File: src/rtl/qrdt_pkg.sv
// qrdt_pkg: shared codes and types for the delay estimate table.
// Used by qrdt_front, qrdt_back and q_routing_delay_table.
`timescale 1ns / 1ps
package qrdt_pkg;

    localparam logic [1:0] OP_UPDATE = 2'd0;
    localparam logic [1:0] OP_LATCH  = 2'd1;
    localparam logic [1:0] OP_CHECK  = 2'd2;

    localparam logic [1:0] REG_ETA   = 2'd0;
    localparam logic [1:0] REG_DELTA = 2'd1;

    localparam int EST_W    = 40;
    localparam int SAMPLE_W = 37;
    localparam int ETA_W    = 17;
    localparam int DELTA_W  = 20;

    localparam logic [ETA_W-1:0]   ETA_ONE     = 17'd65536;
    localparam logic [ETA_W-1:0]   ETA_RESET   = 17'd6554;
    localparam logic [DELTA_W-1:0] DELTA_RESET = 20'd6554;

    typedef struct packed {
        logic [1:0]          op;
        logic                in_range;
        logic [2:0]          iface;
        logic [SAMPLE_W-1:0] sample;
    } qrdt_item_t;

    typedef struct packed {
        logic       valid;
        qrdt_item_t item;
    } qrdt_queue_t;

endpackage

File: src/rtl/qrdt_front.sv
// qrdt_front: accepts input beats, classifies them and queues them.
// Depends on qrdt_pkg.
`timescale 1ns / 1ps
module qrdt_front #(
    parameter int NUM_IFACES = 8
) (
    input  logic                 clk,
    input  logic                 rst_n,
    input  logic                 in_valid,
    output logic                 in_stall,
    input  logic [1:0]           op,
    input  logic [2:0]           iface,
    input  logic [35:0]          piggy_us,
    input  logic [23:0]          rtt_us,
    output qrdt_pkg::qrdt_queue_t q_head,
    input  logic                 q_pop
);
    import qrdt_pkg::*;

    qrdt_item_t  fifo_mem [2];
    qrdt_item_t  new_item;
    logic        wr_ptr_reg;
    logic        rd_ptr_reg;
    logic [1:0]  count_reg;
    logic        push;
    logic        pop;

    assign in_stall = (count_reg == 2'd2);
    assign push     = in_valid && !in_stall;
    assign pop      = q_pop && (count_reg != 2'd0);

    always_comb
    begin
        new_item.op       = op;
        new_item.iface    = iface;
        new_item.in_range = (32'(iface) < NUM_IFACES);
        new_item.sample   = SAMPLE_W'(piggy_us) + SAMPLE_W'(rtt_us);
    end

    always_ff @(posedge clk)
    begin
        if (push)
        begin
            fifo_mem[wr_ptr_reg] <= new_item;
        end
    end

    always_ff @(posedge clk or negedge rst_n)
    begin
        if (!rst_n)
        begin
            wr_ptr_reg <= 1'b0;
            rd_ptr_reg <= 1'b0;
            count_reg  <= 2'd0;
        end
        else
        begin
            if (push)
            begin
                wr_ptr_reg <= !wr_ptr_reg;
            end
            if (pop)
            begin
                rd_ptr_reg <= !rd_ptr_reg;
            end
            count_reg <= count_reg + 2'(push) - 2'(pop);
        end
    end

    assign q_head.valid = (count_reg != 2'd0);
    assign q_head.item  = fifo_mem[rd_ptr_reg];

endmodule

File: src/rtl/qrdt_back.sv
// qrdt_back: estimate memory, shared multiplier sequencer, minimum scan
// and output register. Depends on qrdt_pkg.
`timescale 1ns / 1ps
module qrdt_back #(
    parameter int NUM_IFACES = 8
) (
    input  logic                           clk,
    input  logic                           rst_n,
    input  logic [qrdt_pkg::ETA_W-1:0]     eta_q16,
    input  logic [qrdt_pkg::DELTA_W-1:0]   delta_q16,
    input  qrdt_pkg::qrdt_queue_t          q_head,
    output logic                           q_pop,
    output logic                           out_valid,
    input  logic                           out_stall,
    output logic [39:0]                    cur_min_us,
    output logic                           cur_min_valid,
    output logic [2:0]                     snap_iface,
    output logic                           continue_exploit
);
    import qrdt_pkg::*;

    localparam int IW = (NUM_IFACES > 1) ? $clog2(NUM_IFACES) : 1;
    localparam int CW = $clog2(NUM_IFACES + 1);
    localparam int ACC_W = 61;

    localparam logic [2:0] S_IDLE = 3'd0;
    localparam logic [2:0] S_LOAD = 3'd1;
    localparam logic [2:0] S_MUL  = 3'd2;
    localparam logic [2:0] S_SCAN = 3'd3;
    localparam logic [2:0] S_FIN  = 3'd4;

    logic [EST_W-1:0]   est_mem [NUM_IFACES];
    logic [NUM_IFACES-1:0] vld_reg;
    logic [EST_W-1:0]   rd_data_reg;
    logic [IW-1:0]      rd_addr;
    logic               wr_en;
    logic [IW-1:0]      wr_addr;
    logic [EST_W-1:0]   wr_data;

    logic [2:0]         state_reg;
    qrdt_item_t         cur_reg;
    logic [EST_W-1:0]   q_reg;
    logic [EST_W-1:0]   diff_reg;
    logic [2:0]         step_reg;
    logic [39:0]        prod_reg;
    logic               sh_reg;
    logic [ACC_W-1:0]   acc_reg;
    logic [ACC_W-1:0]   acc_sum;
    logic               cont_reg;
    logic [CW-1:0]      cnt_reg;
    logic               found_reg;
    logic [EST_W-1:0]   best_reg;
    logic [IW-1:0]      best_idx_reg;
    logic [EST_W-1:0]   snap_min_reg;
    logic [IW-1:0]      snap_idx_reg;

    logic               out_valid_reg;
    logic [39:0]        out_min_reg;
    logic               out_min_valid_reg;
    logic [2:0]         out_snap_reg;
    logic               out_cont_reg;

    logic [ETA_W-1:0]   eta_sat;
    logic [ETA_W-1:0]   w_old;
    logic [19:0]        mul_a;
    logic [19:0]        mul_b;
    logic               mul_sh;
    logic [2:0]         last_step;
    logic [IW-1:0]      cur_idx;
    logic [IW-1:0]      scan_idx;
    logic               start;

    assign eta_sat   = (eta_q16 > ETA_ONE) ? ETA_ONE : eta_q16;
    assign w_old     = ETA_ONE - eta_sat;
    assign cur_idx   = IW'(cur_reg.iface);
    assign scan_idx  = IW'(cnt_reg - CW'(1));
    assign last_step = (cur_reg.op == OP_UPDATE) ? 3'd4 : 3'd2;
    assign start     = (state_reg == S_IDLE) && q_head.valid && !out_valid_reg;
    assign q_pop     = start;
    assign acc_sum   = acc_reg + (ACC_W'(prod_reg) << (sh_reg ? 20 : 0));

    always_comb
    begin
        mul_a  = 20'd0;
        mul_b  = 20'd0;
        mul_sh = 1'b0;
        if (cur_reg.op == OP_UPDATE)
        begin
            case (step_reg)
                3'd0:
                begin
                    mul_a = 20'(w_old);
                    mul_b = q_reg[19:0];
                end
                3'd1:
                begin
                    mul_a  = 20'(w_old);
                    mul_b  = q_reg[39:20];
                    mul_sh = 1'b1;
                end
                3'd2:
                begin
                    mul_a = 20'(eta_sat);
                    mul_b = cur_reg.sample[19:0];
                end
                3'd3:
                begin
                    mul_a  = 20'(eta_sat);
                    mul_b  = 20'(cur_reg.sample[36:20]);
                    mul_sh = 1'b1;
                end
                default:
                begin
                    mul_a = 20'd0;
                end
            endcase
        end
        else
        begin
            mul_a  = delta_q16;
            mul_b  = (step_reg == 3'd0) ? snap_min_reg[19:0] : snap_min_reg[39:20];
            mul_sh = (step_reg != 3'd0);
        end
    end

    always_comb
    begin
        rd_addr = IW'(cnt_reg);
        if (state_reg == S_IDLE)
        begin
            rd_addr = IW'(q_head.item.iface);
        end
        wr_en   = 1'b0;
        wr_addr = cur_idx;
        wr_data = EST_W'(cur_reg.sample);
        if (state_reg == S_LOAD && cur_reg.op == OP_UPDATE && cur_reg.in_range
            && !vld_reg[cur_idx])
        begin
            wr_en = 1'b1;
        end
        if (state_reg == S_MUL && step_reg == last_step && cur_reg.op == OP_UPDATE)
        begin
            wr_en   = 1'b1;
            wr_data = acc_sum[55:16];
        end
    end

    always_ff @(posedge clk)
    begin
        if (wr_en)
        begin
            est_mem[wr_addr] <= wr_data;
        end
        rd_data_reg <= est_mem[rd_addr];
    end

    always_ff @(posedge clk)
    begin
        if (start)
        begin
            cur_reg <= q_head.item;
        end
        prod_reg <= mul_a * mul_b;
        sh_reg   <= mul_sh;
        if (state_reg == S_LOAD)
        begin
            q_reg    <= rd_data_reg;
            diff_reg <= (snap_min_reg >= rd_data_reg) ? snap_min_reg - rd_data_reg
                                                      : rd_data_reg - snap_min_reg;
        end
    end

    always_ff @(posedge clk or negedge rst_n)
    begin
        if (!rst_n)
        begin
            state_reg         <= S_IDLE;
            vld_reg           <= '0;
            step_reg          <= 3'd0;
            acc_reg           <= '0;
            cont_reg          <= 1'b0;
            cnt_reg           <= '0;
            found_reg         <= 1'b0;
            best_reg          <= '0;
            best_idx_reg      <= '0;
            snap_min_reg      <= '0;
            snap_idx_reg      <= '0;
            out_valid_reg     <= 1'b0;
            out_min_reg       <= '0;
            out_min_valid_reg <= 1'b0;
            out_snap_reg      <= 3'd0;
            out_cont_reg      <= 1'b0;
        end
        else
        begin
            if (out_valid_reg && !out_stall)
            begin
                out_valid_reg <= 1'b0;
            end
            case (state_reg)
                S_IDLE:
                begin
                    if (start)
                    begin
                        state_reg <= S_LOAD;
                    end
                end
                S_LOAD:
                begin
                    step_reg  <= 3'd0;
                    acc_reg   <= '0;
                    cont_reg  <= 1'b0;
                    cnt_reg   <= '0;
                    found_reg <= 1'b0;
                    state_reg <= S_SCAN;
                    if (cur_reg.op == OP_UPDATE && cur_reg.in_range)
                    begin
                        if (!vld_reg[cur_idx])
                        begin
                            vld_reg[cur_idx] <= 1'b1;
                        end
                        else
                        begin
                            state_reg <= S_MUL;
                        end
                    end
                    else if (cur_reg.op == OP_CHECK && cur_reg.in_range
                             && vld_reg[cur_idx])
                    begin
                        state_reg <= S_MUL;
                    end
                end
                S_MUL:
                begin
                    step_reg <= step_reg + 3'd1;
                    if (step_reg != 3'd0)
                    begin
                        acc_reg <= acc_sum;
                    end
                    if (step_reg == last_step)
                    begin
                        if (cur_reg.op == OP_CHECK)
                        begin
                            cont_reg <= (ACC_W'({diff_reg, 16'd0}) <= acc_sum);
                        end
                        state_reg <= S_SCAN;
                    end
                end
                S_SCAN:
                begin
                    cnt_reg <= cnt_reg + CW'(1);
                    if (cnt_reg != '0 && vld_reg[scan_idx]
                        && (!found_reg || rd_data_reg < best_reg))
                    begin
                        found_reg    <= 1'b1;
                        best_reg     <= rd_data_reg;
                        best_idx_reg <= scan_idx;
                    end
                    if (32'(cnt_reg) == NUM_IFACES)
                    begin
                        state_reg <= S_FIN;
                    end
                end
                S_FIN:
                begin
                    if (cur_reg.op == OP_LATCH && found_reg)
                    begin
                        snap_min_reg <= best_reg;
                        snap_idx_reg <= best_idx_reg;
                        out_snap_reg <= 3'(best_idx_reg);
                    end
                    else
                    begin
                        out_snap_reg <= 3'(snap_idx_reg);
                    end
                    out_valid_reg     <= 1'b1;
                    out_min_reg       <= found_reg ? best_reg : '0;
                    out_min_valid_reg <= found_reg;
                    out_cont_reg      <= cont_reg;
                    state_reg         <= S_IDLE;
                end
                default:
                begin
                    state_reg <= S_IDLE;
                end
            endcase
        end
    end

    assign out_valid        = out_valid_reg;
    assign cur_min_us       = out_min_reg;
    assign cur_min_valid    = out_min_valid_reg;
    assign snap_iface       = out_snap_reg;
    assign continue_exploit = out_cont_reg;

    a_fin_out_free: assert property (@(posedge clk) disable iff (!rst_n)
        (state_reg == S_FIN) |-> !out_valid_reg)
        else $error("result overwrites a pending beat");
    a_min_zero: assert property (@(posedge clk) disable iff (!rst_n)
        (out_valid_reg && !out_min_valid_reg) |-> (out_min_reg == '0))
        else $error("minimum nonzero with no valid entry");
    a_pop_idle: assert property (@(posedge clk) disable iff (!rst_n)
        q_pop |=> (state_reg == S_LOAD))
        else $error("pop without entering load");
    a_cont_check: assert property (@(posedge clk) disable iff (!rst_n)
        (out_valid_reg && out_cont_reg) |-> (cur_reg.op == OP_CHECK))
        else $error("continue set for a non-check op");

endmodule

File: src/rtl/q_routing_delay_table.sv
// q_routing_delay_table: top level, configuration registers and the
// front queue and back sequencer. Depends on qrdt_pkg, qrdt_front, qrdt_back.
//
//  channel | direction | handshake          | payload
//  in      | input     | in_valid/in_stall  | op, iface, piggy_us, rtt_us
//  out     | output    | out_valid/out_stall| cur_min_us, cur_min_valid, snap_iface,
//          |           |                    | continue_exploit
//  cfg     | input     | cfg_valid/cfg_ready| cfg_index, cfg_data
//
// With the back part idle, an accepted item passes through the load, scan and finish
// states, with the multiply steps between load and scan for an update of a set entry
// and for a check of a set entry; the minimum scan reads the single read port of the
// estimate memory, one entry a cycle.
// A new item leaves the queue only once the back part is idle and the result register
// is empty, so the back part takes no new item before it is through with the last one.
// Reset clears all valid bits at once; no clearing pass.
// A stalled output holds its beat; the two-entry queue keeps accepting meanwhile until it is full.
`timescale 1ns / 1ps
module q_routing_delay_table #(
    parameter int NUM_IFACES = 8
) (
    input  logic        clk,
    input  logic        rst_n,
    input  logic        in_valid,
    output logic        in_stall,
    input  logic [1:0]  op,
    input  logic [2:0]  iface,
    input  logic [35:0] piggy_us,
    input  logic [23:0] rtt_us,
    output logic        out_valid,
    input  logic        out_stall,
    output logic [39:0] cur_min_us,
    output logic        cur_min_valid,
    output logic [2:0]  snap_iface,
    output logic        continue_exploit,
    input  logic        cfg_valid,
    output logic        cfg_ready,
    input  logic [1:0]  cfg_index,
    input  logic [19:0] cfg_data
);
    import qrdt_pkg::*;

    logic [ETA_W-1:0]   eta_reg;
    logic [DELTA_W-1:0] delta_reg;
    qrdt_queue_t        q_head;
    logic               q_pop;

    assign cfg_ready = 1'b1;

    always_ff @(posedge clk or negedge rst_n)
    begin
        if (!rst_n)
        begin
            eta_reg   <= ETA_RESET;
            delta_reg <= DELTA_RESET;
        end
        else if (cfg_valid && cfg_ready)
        begin
            if (cfg_index == REG_ETA)
            begin
                eta_reg <= cfg_data[ETA_W-1:0];
            end
            else if (cfg_index == REG_DELTA)
            begin
                delta_reg <= cfg_data;
            end
        end
    end

    qrdt_front #(
        .NUM_IFACES(NUM_IFACES)
    ) u_front (
        .clk      (clk),
        .rst_n    (rst_n),
        .in_valid (in_valid),
        .in_stall (in_stall),
        .op       (op),
        .iface    (iface),
        .piggy_us (piggy_us),
        .rtt_us   (rtt_us),
        .q_head   (q_head),
        .q_pop    (q_pop)
    );

    qrdt_back #(
        .NUM_IFACES(NUM_IFACES)
    ) u_back (
        .clk              (clk),
        .rst_n            (rst_n),
        .eta_q16          (eta_reg),
        .delta_q16        (delta_reg),
        .q_head           (q_head),
        .q_pop            (q_pop),
        .out_valid        (out_valid),
        .out_stall        (out_stall),
        .cur_min_us       (cur_min_us),
        .cur_min_valid    (cur_min_valid),
        .snap_iface       (snap_iface),
        .continue_exploit (continue_exploit)
    );

endmodule
File: config.mk
export PLATFORM = sky130hd
export DESIGN_NAME = q_routing_delay_table
export DESIGN_NICKNAME = d
export VERILOG_FILES = /design/src/rtl/qrdt_pkg.sv /design/src/rtl/qrdt_front.sv /design/src/rtl/qrdt_back.sv /design/src/rtl/q_routing_delay_table.sv
export SDC_FILE = /design/constraint.sdc
export NUM_CORES = 2
export LEC_CHECK = 0
export BUFFER_PORTS_ARGS = -buffer_cell sky130_fd_sc_hd__clkbuf_2
export CORE_ASPECT_RATIO = 0.8
export CORE_MARGIN = 2
export CORE_UTILIZATION = 64
export DETAILED_ROUTE_END_ITERATION = 8
export PLACE_DENSITY = 0.83
export SYNTH_ARGS = -nofsm -noshare
export SYNTH_HDL_FRONTEND = slang
export SYNTH_SLANG_ARGS = --single-unit
File: constraint.sdc
create_clock -name clk -period 9.7 [get_ports clk]
set_input_delay 2.425 -clock clk [delete_from_list [all_inputs] [get_ports clk]]
set_output_delay 2.425 -clock clk [all_outputs]
set_load 0.01 [all_outputs]
==> metrics.yaml <==
grt_start_max_net_pins: 111
fin_ws_ns: 0.488
p_seq_frac: 0.253
syn_to_final_growth_pct: 9.22
drt-wirelength-per-cell_microns: 27.0
io_buffers: 138
crit_top_cell: "fa_1"
viasPerCell: 6.54
start_util: 0.648
r2r-start: "eta_reg[5]$_DFFE_PN0P_"
hold_buffers: 0
cts-htree-levels: 3
postRouteAntennaNets: 0
min_period_over_period: 0.950
pwr-share-clk: 0.145
drt_iter0_drc: 6206
fp.coreArea_sq_um: 87700
dpl-instance-area_sq_um: 59200
min_period_ns: 9.21
hold_depth: 2
cts_tree: "done"
hold_start: "u_back.cur_min_us[18]$_DFFE_PN0P_"
synth_compound_area_frac: 0.118
hold_class: "flip-flop to flip-flop"
gp_congestion: 1.10
die_x_microns: 337
comb_power_share: 0.602
drive_gt1_frac: 0.128
cp.arrival_ns: 9.74
critPathKind: "flip-flop to flip-flop"
clk_latency_ns: 0.70
swShare: 0.481
failed_checks: "max-capacitance violations, max-slew violations"
p_leak_nw: 26.8
path_max_fanout: 11
synthArstFlopShare: 0.293
fillers: 6194
drcViolationCount: 0
dp_hpwl_microns: 138000
cp_slowest_cell: "fa_1"
wl_microns: 181000
cts_sinks: 858
ys_seq_area_frac: 0.417
cts_root_buffer: "clkbuf_16"
die_y_microns: 271
max_freq_ghz: 0.109
post-place-ws_ns: 0.0224
setup_tns_ns: 0
dp.cells: 6564
grt_pass1_wl_microns: 271000
grt_pass1_vias: 43000
cts_max_path_buffers: 3
rows: 97
power_mw: 23.2
status: "complete, but fails checks"
ir_drop_mv: 0.388
max_cap_violations: 2
drt_pre_antenna_iters: 7
synth_edf_count: 526
max_slew_margin: -0.0571
start_kind: "flip-flop"
dieArea_sq_um: 91200
ys_types: 94
num_vias: 44000
syn_area_sq_um: 56900
instances_no_fill: 6725
final_core_util: 0.708
antenna_found_initial: 10
hold_viol: 0
cellPowerDensity_nw_per_um2: 374
p_int_mw: 12.0
worstRegToRegCells: 37
grt-ovfl-total: 0
fin_nets: 6281
io_pins: 140
ys_warn_count: 0
report.final.slew_viol_count: 9
setup-violations-final: 0
critPathMaxStageDelay_ns: 0.52
regToRegEndpoint: "u_back.prod_reg[39]$_DFF_P_"
largest_reg_flops: 320
synth_nets: 6167
required_ns: 10.23
clock_skew_ns: 0.0615
synth_top_family_by_area: "adder cells"
synth_cells: 5349
yosys_most_used_dff: "edfxtp_1"
synthAdderAreaFrac: 0.203
yosys_register_bits: 858
synthSimpleGateAreaFrac: 0.106
postLayoutCellArea_sq_um: 62100
r2r_setup_slack_ns: 0.49
avgSynthCellArea_sq_um: 10.6
p_sw_mw: 11.2
cts_buffers: 81
synth_mux_area_frac: 0.0728
hold_path_end: "u_back.cur_min_us[18]$_DFFE_PN0P_"
path_clk_slew_ns: 0.06
synth_xor_area_frac: 0.0267
tightest_slew_ns: 1.57
fin_hold_ws_ns: 0.486
grt_use_total: 0.402
cp-end-kind: "flip-flop"
## Yosys cell counts (all sizes together) (61+ instances only)
cell,instances,share of area
nand4,61,0.0070
ha,402,0.088
clkbuf,194,0.013
a21o,78,0.010
nand2,607,0.040
dfrtp,237,0.10
o21ai,380,0.034
dfxtp,81,0.029
fa,324,0.11
xnor2,126,0.019
o21bai,72,0.0095
a21oi,327,0.029
mux2,150,0.030
nor2,338,0.022
nand3,98,0.0086
edfxtp,526,0.28
inv,595,0.039
mux4,82,0.032
## critical path: cells and delay by family (launching register included)
family	cells	cell delay, ns
fa+ha+maj	9	3.90
simple gates	12	2.14
compound gates	8	1.82
flops	1	0.45
buf+inv	6	0.42
xor+xnor	2	0.29
## layout make-up
class / count / area (sq um) / share of cell area
Sequential cell: 858 / 23700 / 0.382
Multi-Input combinational cell: 3655 / 30100 / 0.485
Inverter: 595 / 2230 / 0.0360
Antenna cell: 5 / 12.5 / 0.000201
Clock buffer: 121 / 2300 / 0.0370
Tap cell: 1188 / 1490 / 0.0239
Timing Repair Buffer: 272 / 1710 / 0.0276
Clock inverter: 31 / 504 / 0.00812
## timing repair
action / in CTS / in global routing
hold endpoints to repair: 0 / 0
resized for setup: 1 / 20
pin swaps: 0 / 2
buffers inserted: 0 / 3
cloned: 0 / 1
endpoints found under the setup margin: 1 / 10
## metal layers
layer,up-vias,part of all wire,GRT usage,wire (microns)
li1,18800,-,-,-
met1,21700,0.40,0.590,73100
met2,2959,0.41,0.562,75000
met3,483,0.14,0.137,26100
met4,16,0.038,0.126,6860
met5,-,0.0017,0.00426,307
## worst max path at each step
stage                           startpoint                           to  slack, ns  depth (start not counted)
finish              eta_reg[5]$_DFFE_PN0P_  u_back.prod_reg[39]$_DFF_P_       0.49                         37
global route        eta_reg[5]$_DFFE_PN0P_  u_back.prod_reg[39]$_DFF_P_     -0.007                         37
CTS                 eta_reg[5]$_DFFE_PN0P_  u_back.prod_reg[38]$_DFF_P_       0.06                         35
detailed placement  eta_reg[5]$_DFFE_PN0P_  u_back.prod_reg[39]$_DFF_P_       0.02                         34
global placement    eta_reg[5]$_DFFE_PN0P_  u_back.prod_reg[39]$_DFF_P_       0.37                         34
floorplan           eta_reg[5]$_DFFE_PN0P_  u_back.prod_reg[38]$_DFF_P_       0.77                         39
## cells in the final DEF (no fill, tap or decap), types with 13 or more instances in the layout
cell       netlist  routed
nand2_1        607     604
inv_1          595     594
edfxtp_1       526     526
ha_1           402     402
o21ai_0        357     350
nor2_1         337     329
a21oi_1        326     326
fa_1           324     324
dfrtp_1        237     236
mux2_2         149     149
clkbuf_2         1     137
buf_4            9     132
xnor2_1        126     126
nand3_1         98      98
mux4_2          82      82
clkbuf_16        0      81
dfxtp_1         81      80
a21o_1          78      78
o21bai_1        72      72
nand4_1         60      60
mux2i_1         60      57
nor2b_1         55      55
xor2_1          47      47
o21a_1          44      42
nor3_1          45      42
and2_1          35      35
a31oi_1         33      33
nand2b_1        33      32
a211oi_1        29      29
o21ai_1         21      27
clkbuf_1       193      26
a222oi_1        18      18
o31ai_1         17      17
and3_1          15      14
dfstp_2         14      14
or3_1           13      13
## power by group through the flow
| stage | clock [mW] | sequential [mW] | combinational, mW |
|---|---|---|---|
| after global routing | 3.51 | 5.87 | 15.2 |
| after CTS | 3.37 | 5.78 | 13.5 |
| after floorplan | 0 | 5.37 | 9.10 |
| after detailed placement | 0 | 5.83 | 13.3 |
| after global placement | 0 | 5.81 | 13.0 |
| final | 3.36 | 5.87 | 14.0 |
## logic make-up (layout without fill, tap and decap cells)
| logic type | after synthesis | in the layout |
|---|---|---|
| flops | 858 | 858 |
| fa+ha+maj | 726 | 726 |
| buf+inv | 836 | 1019 |
| other cells | 1 | 6 |
| compound gates | 1109 | 1109 |
| mux | 292 | 292 |
| xor+xnor | 173 | 173 |
| simple gates | 1354 | 1354 |
No activity file was read; power rests on OpenSTA's default activity.
